<file path="src/rtl/u8vcf_pkg.sv">
// ----------------------------------------------------------------------------
// u8vcf_pkg
// Shared constants, status codes and helpers for the UTF-8 validator with
// control character filter.
// ----------------------------------------------------------------------------
`default_nettype none

package u8vcf_pkg;

    localparam int OFFSET_BITS = 32;
    localparam int RESULT_OFFSET_BITS = 32;
    localparam int CODE_BITS = 21;

    typedef enum logic [1:0] {
        ST_OK           = 2'd0,
        ST_BAD_ENCODING = 2'd1,
        ST_BAD_CONTROL  = 2'd2
    } t_status;

    localparam logic [7:0] CONT_MASK   = 8'hc0;
    localparam logic [7:0] CONT_TAG    = 8'h80;
    localparam logic [7:0] ASCII_MAX   = 8'h7f;
    localparam logic [7:0] LEAD2_MIN   = 8'hc2;
    localparam logic [7:0] LEAD2_MAX   = 8'hdf;
    localparam logic [7:0] LEAD3_MIN   = 8'he0;
    localparam logic [7:0] LEAD3_MAX   = 8'hef;
    localparam logic [7:0] LEAD4_MIN   = 8'hf0;
    localparam logic [7:0] LEAD4_MAX   = 8'hf4;
    localparam logic [7:0] LEAD_E0     = 8'he0;
    localparam logic [7:0] LEAD_ED     = 8'hed;
    localparam logic [7:0] LEAD_F0     = 8'hf0;
    localparam logic [7:0] LEAD_F4     = 8'hf4;
    localparam logic [7:0] E0_LOW      = 8'ha0;
    localparam logic [7:0] ED_HIGH     = 8'h9f;
    localparam logic [7:0] F0_LOW      = 8'h90;
    localparam logic [7:0] F4_HIGH     = 8'h8f;

    localparam logic [CODE_BITS-1:0] CP_TAB      = CODE_BITS'(32'h09);
    localparam logic [CODE_BITS-1:0] CP_LF       = CODE_BITS'(32'h0a);
    localparam logic [CODE_BITS-1:0] CP_CR       = CODE_BITS'(32'h0d);
    localparam logic [CODE_BITS-1:0] CP_C0_MAX   = CODE_BITS'(32'h1f);
    localparam logic [CODE_BITS-1:0] CP_DEL      = CODE_BITS'(32'h7f);
    localparam logic [CODE_BITS-1:0] CP_C1_MAX   = CODE_BITS'(32'h9f);

    function automatic logic is_banned_control(input logic [CODE_BITS-1:0] cp);
        logic allowed;
        allowed = (cp == CP_TAB) || (cp == CP_LF) || (cp == CP_CR);
        return !allowed && ((cp <= CP_C0_MAX) || ((cp >= CP_DEL) && (cp <= CP_C1_MAX)));
    endfunction

endpackage

`default_nettype wire

</file>
<file path="src/rtl/utf8_validator_control_filter_core.sv">
// ----------------------------------------------------------------------------
// utf8_validator_control_filter_core
// Strict UTF-8 validator with a C0/C1 control character filter, one byte
// per item, giving one verdict with the first error offset at end of text.
// ----------------------------------------------------------------------------
//
//  Channel  Direction  Handshake               Payload
//  -------  ---------  ----------------------  ----------------------------------
//  in       sink       i_in_valid / o_in_stall i_text_byte, i_byte_present,
//                                              i_end_of_text
//  out      source     o_out_valid / i_out_stall o_verdict, o_error_offset
//
//  One item per cycle is taken while o_in_stall is low. An item goes from the
//  input register through the decode and state update into the result register,
//  so a verdict is registered when its end-of-text item fires from the input register.
//  Reset clears the scan state and both valid flags; no clearing pass follows.
//  A stalled result blocks only an end-of-text item; other items keep flowing.
// ----------------------------------------------------------------------------
`default_nettype none

module utf8_validator_control_filter_core (
    input  wire logic        i_clk,
    input  wire logic        i_rst_n,
    input  wire logic        i_in_valid,
    output logic             o_in_stall,
    input  wire logic [7:0]  i_text_byte,
    input  wire logic        i_byte_present,
    input  wire logic        i_end_of_text,
    output logic             o_out_valid,
    input  wire logic        i_out_stall,
    output logic [1:0]       o_verdict,
    output logic [31:0]      o_error_offset
);
    import u8vcf_pkg::*;

    localparam logic [OFFSET_BITS-1:0] OFFSET_MAX = '1;

    logic                   r_in_valid;
    logic [7:0]             r_text_byte;
    logic                   r_byte_present;
    logic                   r_end_of_text;

    logic [OFFSET_BITS-1:0] r_byte_count,     n_byte_count;
    logic [OFFSET_BITS-1:0] r_sequence_start, n_sequence_start;
    logic [1:0]             r_bytes_pending,  n_bytes_pending;
    logic [7:0]             r_lead_held,      n_lead_held;
    logic                   r_at_second_byte, n_at_second_byte;
    logic [CODE_BITS-1:0]   r_partial_code,   n_partial_code;
    t_status                r_latched_status, n_latched_status;
    logic [OFFSET_BITS-1:0] r_latched_offset, n_latched_offset;

    logic                   r_out_valid;
    logic [1:0]             r_verdict;
    logic [31:0]            r_error_offset;

    logic                   out_free;
    logic                   fire;
    logic                   good;
    logic [CODE_BITS-1:0]   next_code;
    logic [63:0]            wide_offset;
    logic [1:0]             res_verdict;
    logic [31:0]            res_offset;

    assign out_free   = !r_out_valid || !i_out_stall;
    assign fire       = r_in_valid && (!r_end_of_text || out_free);
    assign o_in_stall = r_in_valid && !fire;

    always_comb begin
        n_byte_count     = r_byte_count;
        n_sequence_start = r_sequence_start;
        n_bytes_pending  = r_bytes_pending;
        n_lead_held      = r_lead_held;
        n_at_second_byte = r_at_second_byte;
        n_partial_code   = r_partial_code;
        n_latched_status = r_latched_status;
        n_latched_offset = r_latched_offset;
        good             = ((r_text_byte & CONT_MASK) == CONT_TAG);
        next_code        = {r_partial_code[CODE_BITS-7:0], r_text_byte[5:0]};
        wide_offset      = '0;
        res_verdict      = 2'd0;
        res_offset       = '0;

        if (r_at_second_byte) begin
            if (r_lead_held == LEAD_E0 && r_text_byte < E0_LOW) begin
                good = 1'b0;
            end
            if (r_lead_held == LEAD_ED && r_text_byte > ED_HIGH) begin
                good = 1'b0;
            end
            if (r_lead_held == LEAD_F0 && r_text_byte < F0_LOW) begin
                good = 1'b0;
            end
            if (r_lead_held == LEAD_F4 && r_text_byte > F4_HIGH) begin
                good = 1'b0;
            end
        end

        if (r_byte_present) begin
            if (r_latched_status == ST_OK) begin
                if (r_bytes_pending == 2'd0) begin
                    if (r_text_byte <= ASCII_MAX) begin
                        if (is_banned_control(CODE_BITS'(r_text_byte))) begin
                            n_latched_status = ST_BAD_CONTROL;
                            n_latched_offset = r_byte_count;
                        end
                    end else if (r_text_byte >= LEAD2_MIN && r_text_byte <= LEAD2_MAX) begin
                        n_bytes_pending  = 2'd1;
                        n_partial_code   = CODE_BITS'(r_text_byte[4:0]);
                        n_lead_held      = r_text_byte;
                        n_at_second_byte = 1'b1;
                        n_sequence_start = r_byte_count;
                    end else if (r_text_byte >= LEAD3_MIN && r_text_byte <= LEAD3_MAX) begin
                        n_bytes_pending  = 2'd2;
                        n_partial_code   = CODE_BITS'(r_text_byte[3:0]);
                        n_lead_held      = r_text_byte;
                        n_at_second_byte = 1'b1;
                        n_sequence_start = r_byte_count;
                    end else if (r_text_byte >= LEAD4_MIN && r_text_byte <= LEAD4_MAX) begin
                        n_bytes_pending  = 2'd3;
                        n_partial_code   = CODE_BITS'(r_text_byte[2:0]);
                        n_lead_held      = r_text_byte;
                        n_at_second_byte = 1'b1;
                        n_sequence_start = r_byte_count;
                    end else begin
                        n_latched_status = ST_BAD_ENCODING;
                        n_latched_offset = r_byte_count;
                    end
                end else if (!good) begin
                    n_latched_status = ST_BAD_ENCODING;
                    n_latched_offset = r_sequence_start;
                    n_bytes_pending  = 2'd0;
                    n_at_second_byte = 1'b0;
                end else begin
                    n_partial_code   = next_code;
                    n_at_second_byte = 1'b0;
                    n_bytes_pending  = r_bytes_pending - 2'd1;
                    if (r_bytes_pending == 2'd1 && is_banned_control(next_code)) begin
                        n_latched_status = ST_BAD_CONTROL;
                        n_latched_offset = r_sequence_start;
                    end
                end
            end
            if (r_byte_count != OFFSET_MAX) begin
                n_byte_count = r_byte_count + OFFSET_BITS'(1);
            end
        end

        if (r_end_of_text) begin
            if (n_latched_status == ST_OK && n_bytes_pending != 2'd0) begin
                n_latched_status = ST_BAD_ENCODING;
                n_latched_offset = n_sequence_start;
            end
            wide_offset = 64'(n_latched_offset);
            res_verdict = n_latched_status;
            res_offset  = (n_latched_status == ST_OK) ? 32'd0 :
                          wide_offset[RESULT_OFFSET_BITS-1:0];
            n_byte_count     = '0;
            n_sequence_start = '0;
            n_bytes_pending  = 2'd0;
            n_lead_held      = 8'd0;
            n_at_second_byte = 1'b0;
            n_partial_code   = '0;
            n_latched_status = ST_OK;
            n_latched_offset = '0;
        end
    end

    always_ff @(posedge i_clk) begin
        if (!i_rst_n) begin
            r_in_valid <= 1'b0;
        end else if (!r_in_valid || fire) begin
            r_in_valid <= i_in_valid;
        end
    end

    always_ff @(posedge i_clk) begin
        if (!r_in_valid || fire) begin
            r_text_byte    <= i_text_byte;
            r_byte_present <= i_byte_present;
            r_end_of_text  <= i_end_of_text;
        end
    end

    always_ff @(posedge i_clk) begin
        if (!i_rst_n) begin
            r_byte_count     <= '0;
            r_sequence_start <= '0;
            r_bytes_pending  <= 2'd0;
            r_lead_held      <= 8'd0;
            r_at_second_byte <= 1'b0;
            r_partial_code   <= '0;
            r_latched_status <= ST_OK;
            r_latched_offset <= '0;
        end else if (fire) begin
            r_byte_count     <= n_byte_count;
            r_sequence_start <= n_sequence_start;
            r_bytes_pending  <= n_bytes_pending;
            r_lead_held      <= n_lead_held;
            r_at_second_byte <= n_at_second_byte;
            r_partial_code   <= n_partial_code;
            r_latched_status <= n_latched_status;
            r_latched_offset <= n_latched_offset;
        end
    end

    always_ff @(posedge i_clk) begin
        if (!i_rst_n) begin
            r_out_valid <= 1'b0;
        end else if (fire && r_end_of_text) begin
            r_out_valid <= 1'b1;
        end else if (!i_out_stall) begin
            r_out_valid <= 1'b0;
        end
    end

    always_ff @(posedge i_clk) begin
        if (fire && r_end_of_text) begin
            r_verdict      <= res_verdict;
            r_error_offset <= res_offset;
        end
    end

    assign o_out_valid    = r_out_valid;
    assign o_verdict      = r_verdict;
    assign o_error_offset = r_error_offset;

endmodule

`default_nettype wire

</file>
<file path="config.mk">
export PLATFORM = sky130hd
export DESIGN_NAME = utf8_validator_control_filter_core
export DESIGN_NICKNAME = d
export VERILOG_FILES = /design/src/rtl/u8vcf_pkg.sv /design/src/rtl/utf8_validator_control_filter_core.sv
export SDC_FILE = /design/constraint.sdc
export NUM_CORES = 1
export LEC_CHECK = 0
export ABC_AREA = 0
export ABC_CLOCK_PERIOD_IN_PS = 7300
export BUFFER_PORTS_ARGS = -buffer_cell sky130_fd_sc_hd__buf_2
export CAP_MARGIN = 25
export CORE_MARGIN = 2
export CORE_UTILIZATION = 50
export CTS_BUF_LIST = sky130_fd_sc_hd__clkbuf_8
export DETAILED_ROUTE_END_ITERATION = 8
export GPL_TIMING_DRIVEN = 0
export MAX_ROUTING_LAYER = met4
export PLACE_DENSITY = 0.79
export SLEW_MARGIN = 20
export SYNTH_ARGS = -nofsm -noshare
export SYNTH_HDL_FRONTEND = slang
export SYNTH_SLANG_ARGS = --single-unit
</file>
<file path="constraint.sdc">
create_clock -name i_clk -period 7.3 [get_ports i_clk]
set_input_delay 1.095 -clock i_clk [delete_from_list [all_inputs] [get_ports i_clk]]
set_output_delay 1.095 -clock i_clk [all_outputs]
set_load 0.1 [all_outputs]
</file>
; ---- Word-level counts from Yosys, hierarchy flattened
; Index checks and enable logic that the tools add are counted.
[word_totals]
reg_bits = 170
input_bits = 14
out_inout_bits = 36
wordCells = 177
[op_classes]
n_addsub = 2
order_cmp = 17
n_eq_ne = 17
n_mux = 77
n_bitwise = 1
reduce_logical = 48
[ops]
columns = op, n
row1 = $mux 32, 23
row2 = $mux 15, 9
row3 = $mux 8, 8
row4 = $eq 21x4->1 const B, 3
row5 = $mux 2, 22
row6 = $add 32x1->32 const B, 1
row7 = $eq 8x8->1 const B, 4
row8 = $le 8x8->1 const B, 4
row9 = $ne 32x32->1 const B, 1
row10 = $eq 8x4->1 const B, 3
row11 = $ge 8x8->1 const B, 3
row12 = $ge 21x7->1 const B, 1
row13 = $le 21x5->1 const B, 1
row14 = $le 21x8->1 const B, 1
row15 = $gt 8x8->1 const B, 2
row16 = $logic_and 1x1->1, 16
row17 = $lt 8x8->1 const B, 2
row18 = $mux 1, 15
row19 = $reduce_and 6->1, 2
row20 = $reduce_bool 2->1, 5
row21 = $logic_or 1x1->1, 9
row22 = $ge 8x7->1 const B, 1
row23 = $le 8x5->1 const B, 1
row24 = $le 8x7->1 const B, 1
row25 = other kinds (15), 24

; ---- Logic depth before layout (Yosys ltp)
[logic_depth]
ltp_word = 17
ltp_mapped = 13
mapped_depth_nobuf = 9

; ---- Least setup slack after synthesis
; No wires, ideal clock.
[synth_timing]
kind = reg-to-output
start = register r_out_valid (netlist: o_out_valid)
end = output port o_in_stall
arrival_ps = 2364
required_ps = 6205
path_slack_ps = 3841
stages_incl_launch_ff = 3
path_buffers = 0
path_cell_list = dfxtp_1 -> nand4_1 -> inv_1
[synth_via]
elab_chain_len = 6
[synth_lines]
columns = item, line
row1 = "start, declared", utf8_validator_control_filter_core.sv:52  ; logic r_out_valid;
row2 = "start signal, assigned", utf8_validator_control_filter_core.sv:208  ; r_out_valid <= 1'b0;
row3 = "start signal, assigned", utf8_validator_control_filter_core.sv:210  ; r_out_valid <= 1'b1;
row4 = "start signal, assigned", utf8_validator_control_filter_core.sv:212  ; r_out_valid <= 1'b0;
row5 = $logic_not 1->1, utf8_validator_control_filter_core.sv:64  ; assign out_free = !r_out_valid || !i_out_stall;
row6 = $logic_or 1x1->1, utf8_validator_control_filter_core.sv:64
row7 = $logic_or 1x1->1, utf8_validator_control_filter_core.sv:65  ; assign fire = r_in_valid && (!r_end_of_text || out_free);
row8 = $logic_and 1x1->1, utf8_validator_control_filter_core.sv:65
row9 = $logic_not 1->1, utf8_validator_control_filter_core.sv:66  ; assign o_in_stall = r_in_valid && !fire;
row10 = $logic_and 1x1->1, utf8_validator_control_filter_core.sv:66
row11 = "end, declared", utf8_validator_control_filter_core.sv:25  ; output logic o_in_stall,
; No other way between the ends.

; ---- Worst setup path after layout
[layout_timing]
start = register r_end_of_text
end = output port o_in_stall
[layout_via]
elab_chain_len = 5
[layout_lines]
columns = item, line
row1 = "start, declared", utf8_validator_control_filter_core.sv:41  ; logic r_end_of_text;
row2 = "start signal, assigned", utf8_validator_control_filter_core.sv:180  ; r_end_of_text <= i_end_of_text;
row3 = $logic_not 1->1, utf8_validator_control_filter_core.sv:65
row4 = $logic_or 1x1->1, utf8_validator_control_filter_core.sv:65
row5 = $logic_and 1x1->1, utf8_validator_control_filter_core.sv:65
row6 = $logic_not 1->1, utf8_validator_control_filter_core.sv:66
row7 = $logic_and 1x1->1, utf8_validator_control_filter_core.sv:66
; No other way between the ends.

==> impl_metrics.py <==
metrics = {
    "outcome": {
        "status": "completed",
    },
    "global_route": {
        "grt_first_pass_wirelength_um": 32600,
        "grt_overflow_total": 0,
        "grt_max_degree": 26,
        "grt_pass1_vias": 6417,
        "antenna_found_initial": 0,
        "grt_usage": 0.254,
    },
    "die": {
        "die_w_um": 130,
        "io_pins": 50,
        "die_y_um": 130,
        "dieArea_um2": 17000,
        "num_rows": 46,
        "fp.coreArea_um2": 15700,
        "initial_core_util": 0.507,
    },
    "worst_setup_path": {
        "r2r_slack_ns": 4.08,
        "cp-end-kind": "output port",
        "crit_required_ns": 6.20,
        "slowest_stage": "nand4_1",
        "critical_path.top_delay_family": "buffers and inverters",
        "rr_startpoint": "r_text_byte[4]",
        "path_cells": "clkbuf_1 -> nand4_1 -> inv_1 -> buf_2",
        "cp_num_buf_inv": 3,
        "start_kind": "flip-flop",
        "critPathMaxFanout": 11,
        "worstRegToRegCells": 9,
        "r2r_end": "o_error_offset[31]",
        "slowest_delay_ns": 0.55,
        "crit_arrival_ns": 2.65,
        "crit_type": "flip-flop to output port",
    },
    "synth": {
        "synthFlopType": "dfxtp_1",
        "synth_area_leaders": "dfxtp_1 32%, edfxtp_1 17%, a22oi_1 3.8%, a221oi_1 3.6%, mux2i_1 3.5%",
        "synth_cells": 834,
        "syn_area_per_cell_um2": 9.55,
        "syn_area_um2": 7970,
        "yosys.cell_count.top_type": "dfxtp_1",
        "ys_warn_count": 0,
        "synth-async-reset-ratio": 0,
        "yosys.area.top_type_share": 0.317,
        "yosys.area.top_type": "dfxtp_1",
        "ys_ff_latch": 170,
        "synth_edf_count": 44,
        "synth_top_cells_by_count": "126 x dfxtp_1, 66 x nand2_1, 57 x nor2_1",
        "ys_seq_area_frac": 0.483,
        "syn_nets": 851,
        "synth.distinct_cells": 58,
    },
    "placed_design": {
        "place.gp.congestion": 0.954,
        "portBuffers": 49,
        "dp_hpwl_um": 13700,
        "dpl_cell_area_um2": 8510,
    },
    "clock_tree": {
        "clockRootBuffer": "clkbuf_8",
        "holdBufCountCts": 0,
        "clkLatencyLatePin_ns": 0.47,
        "cts_resized": 0,
        "post-cts-setup-buffers": 0,
        "cts_htree_levels": 4,
        "clkTransAtPathRegs_ns": 0.08,
        "numCtsBuffers": 17,
        "clk_path_buf_depth": 2,
        "clkSinkCount": 170,
        "cts_tree": "done",
    },
    "routing": {
        "num_vias": 6770,
        "drt-initial-drc-count": 808,
        "routedWlPerCell_um": 17.6,
        "wl_um": 19900,
        "via_per_inst": 5.98,
        "route.detailed.drc": 0,
        "dr.pass1.iters": 6,
        "detail-route-antenna-nets": 0,
    },
    "sta": {
        "fin_skew_ns": 0.0152,
        "timing.setup.tns_ns": 0,
        "finalCritPeriodShare": 0.513,
        "fmax_mhz": 267,
        "finalSetupViolCount": 0,
        "rsz0062_at_grt": "false",
        "finalCriticalPeriod_ns": 3.75,
        "finalHoldViolCount": 0,
        "slew_violations": 0,
        "tightest_slew_ns": 0.838,
        "max-slew-margin-rel": 0.441,
    },
    "finish": {
        "synthToLayoutAreaGrowth_pct": 12.5,
        "drive_gt1_frac": 0.143,
        "diodes": 0,
        "layout.nets": 920,
        "multi_input_area_um2": 3790,
        "design_area_um2": 8960,
        "final_util": 0.570,
        "fillers": 1370,
        "regArea_um2": 3840,
    },
    "run": {
        "maxCapViolCount": 0,
    },
    "worst_hold_path": {
        "holdPathStages": 2,
        "min_to": "r_partial_code[10]",
        "holdCritStartpoint": "r_partial_code[10]",
        "hp-class": "flip-flop to flip-flop",
    },
    "power": {
        "p_per_area_nw_per_um2": 212,
        "cellLeakagePower_nw": 3.03,
        "ir_worst_vdd_uv": 150,
    },
}
-- placed cells by master, fill, tap and decap left out, types with 5 or more instances in the layout --
cell | netlist | routed
dfxtp_1 | 126 | 126
nand2_1 | 66 | 66
buf_2 | 12 | 61
nor2_1 | 57 | 57
o21ai_0 | 53 | 53
clkbuf_1 | 48 | 48
edfxtp_1 | 44 | 44
nor2b_1 | 43 | 43
a22oi_1 | 40 | 40
nand3_1 | 36 | 36
a221oi_1 | 33 | 33
and3_1 | 31 | 30
mux2i_1 | 28 | 28
clkbuf_8 | 0 | 20
o22ai_2 | 18 | 18
nand2b_1 | 16 | 16
a21oi_1 | 16 | 16
inv_1 | 12 | 14
xnor2_1 | 14 | 14
o22ai_1 | 14 | 14
nand4_1 | 13 | 13
xor2_1 | 13 | 13
nor3_1 | 11 | 11
and2_1 | 7 | 7
nor3_2 | 6 | 6
nor4_1 | 6 | 6
a21boi_0 | 6 | 6
and4_1 | 5 | 5
-- flip-flops by register name, summed over array words and instances (netlist names), 2 cells and up --
name / cells
r_lead_held: 8
r_byte_count: 32
r_sequence_start: 32
o_error_offset: 32
r_text_byte: 8
r_latched_offset: 32
r_latched_status: 2
o_verdict: 2
r_partial_code: 15
r_bytes_pending: 2
-- per-stage QoR --
step	power [W]	setup slack [ns]	instances	hold WS (ns)
finish	0.00190	3.55	1132	0.462
global placement	0.00117	3.45	1099	0.435
CTS	0.00191	3.61	1132	0.465
detailed placement	0.00117	3.92	1100	0.444
global route	0.00196	3.31	1132	0.489
floorplan	0.00113	3.84	834	0.426
-- routing by layer --
metal,part of all wire,global-route usage,wire (µm)
met2,0.48,0.409,9540
met5,0,-,0
met3,0.070,0.0533,1390
met4,0.019,0.0829,377
met1,0.43,0.320,8620
-- cells by family (layout without fill, tap and decap cells) --
kind of cell               after synthesis  in the layout  synth area share
and+or+nand+nor                        320            320             0.215
xor gates and xnor gates                27             27            0.0297
adders and majority gates                3              3           0.00471
DFF                                    170            170             0.483
muxes                                   28             28            0.0352
AOI/OAI and AO/OA                      207            207             0.190
buffers and inverters                   79            161            0.0429
-- worst max-delay path by stage --
stage	startpoint	to	slack (ns)	depth (start not counted)
floorplan	o_out_valid	o_in_stall	3.84	2
finish	r_end_of_text	o_in_stall	3.55	4
global route	r_end_of_text	o_in_stall	3.31	4
detailed placement	i_out_stall	o_in_stall	3.92	4
CTS	r_end_of_text	o_in_stall	3.61	4
global placement	i_out_stall	r_byte_count[7]	3.45	7
-- power by group --
group,internal [W],leakage (nW),switching (W),total (W)
clock,0.000399,0.230,0.000347,0.000746
sequential,0.000975,1.40,0.00000856,0.000983
combinational,0.0000374,1.40,0.000135,0.000172
-- worst reg2reg max path, cell delays in order, from the launching register on --
cell      delay (ns)
edfxtp_1        0.37
buf_4           0.18
nor4_2          0.36
a21oi_1         0.22
a32oi_2         0.55
and2_1          0.24
a31oi_2         0.13
buf_2           0.33
a221oi_1        0.37
o22ai_1         0.19
-- layout make-up --
type	instances	share of cell area
Sequential cell	170	0.429
Multi-Input combinational cell	585	0.423
Buffer	67	0.0331
Clock buffer	20	0.0307
Timing Repair Buffer	50	0.0304
Tap cell	216	0.0302
Clock inverter	12	0.0190
Inverter	12	0.00503
Note: power is estimated with default switching activity, not from simulation.
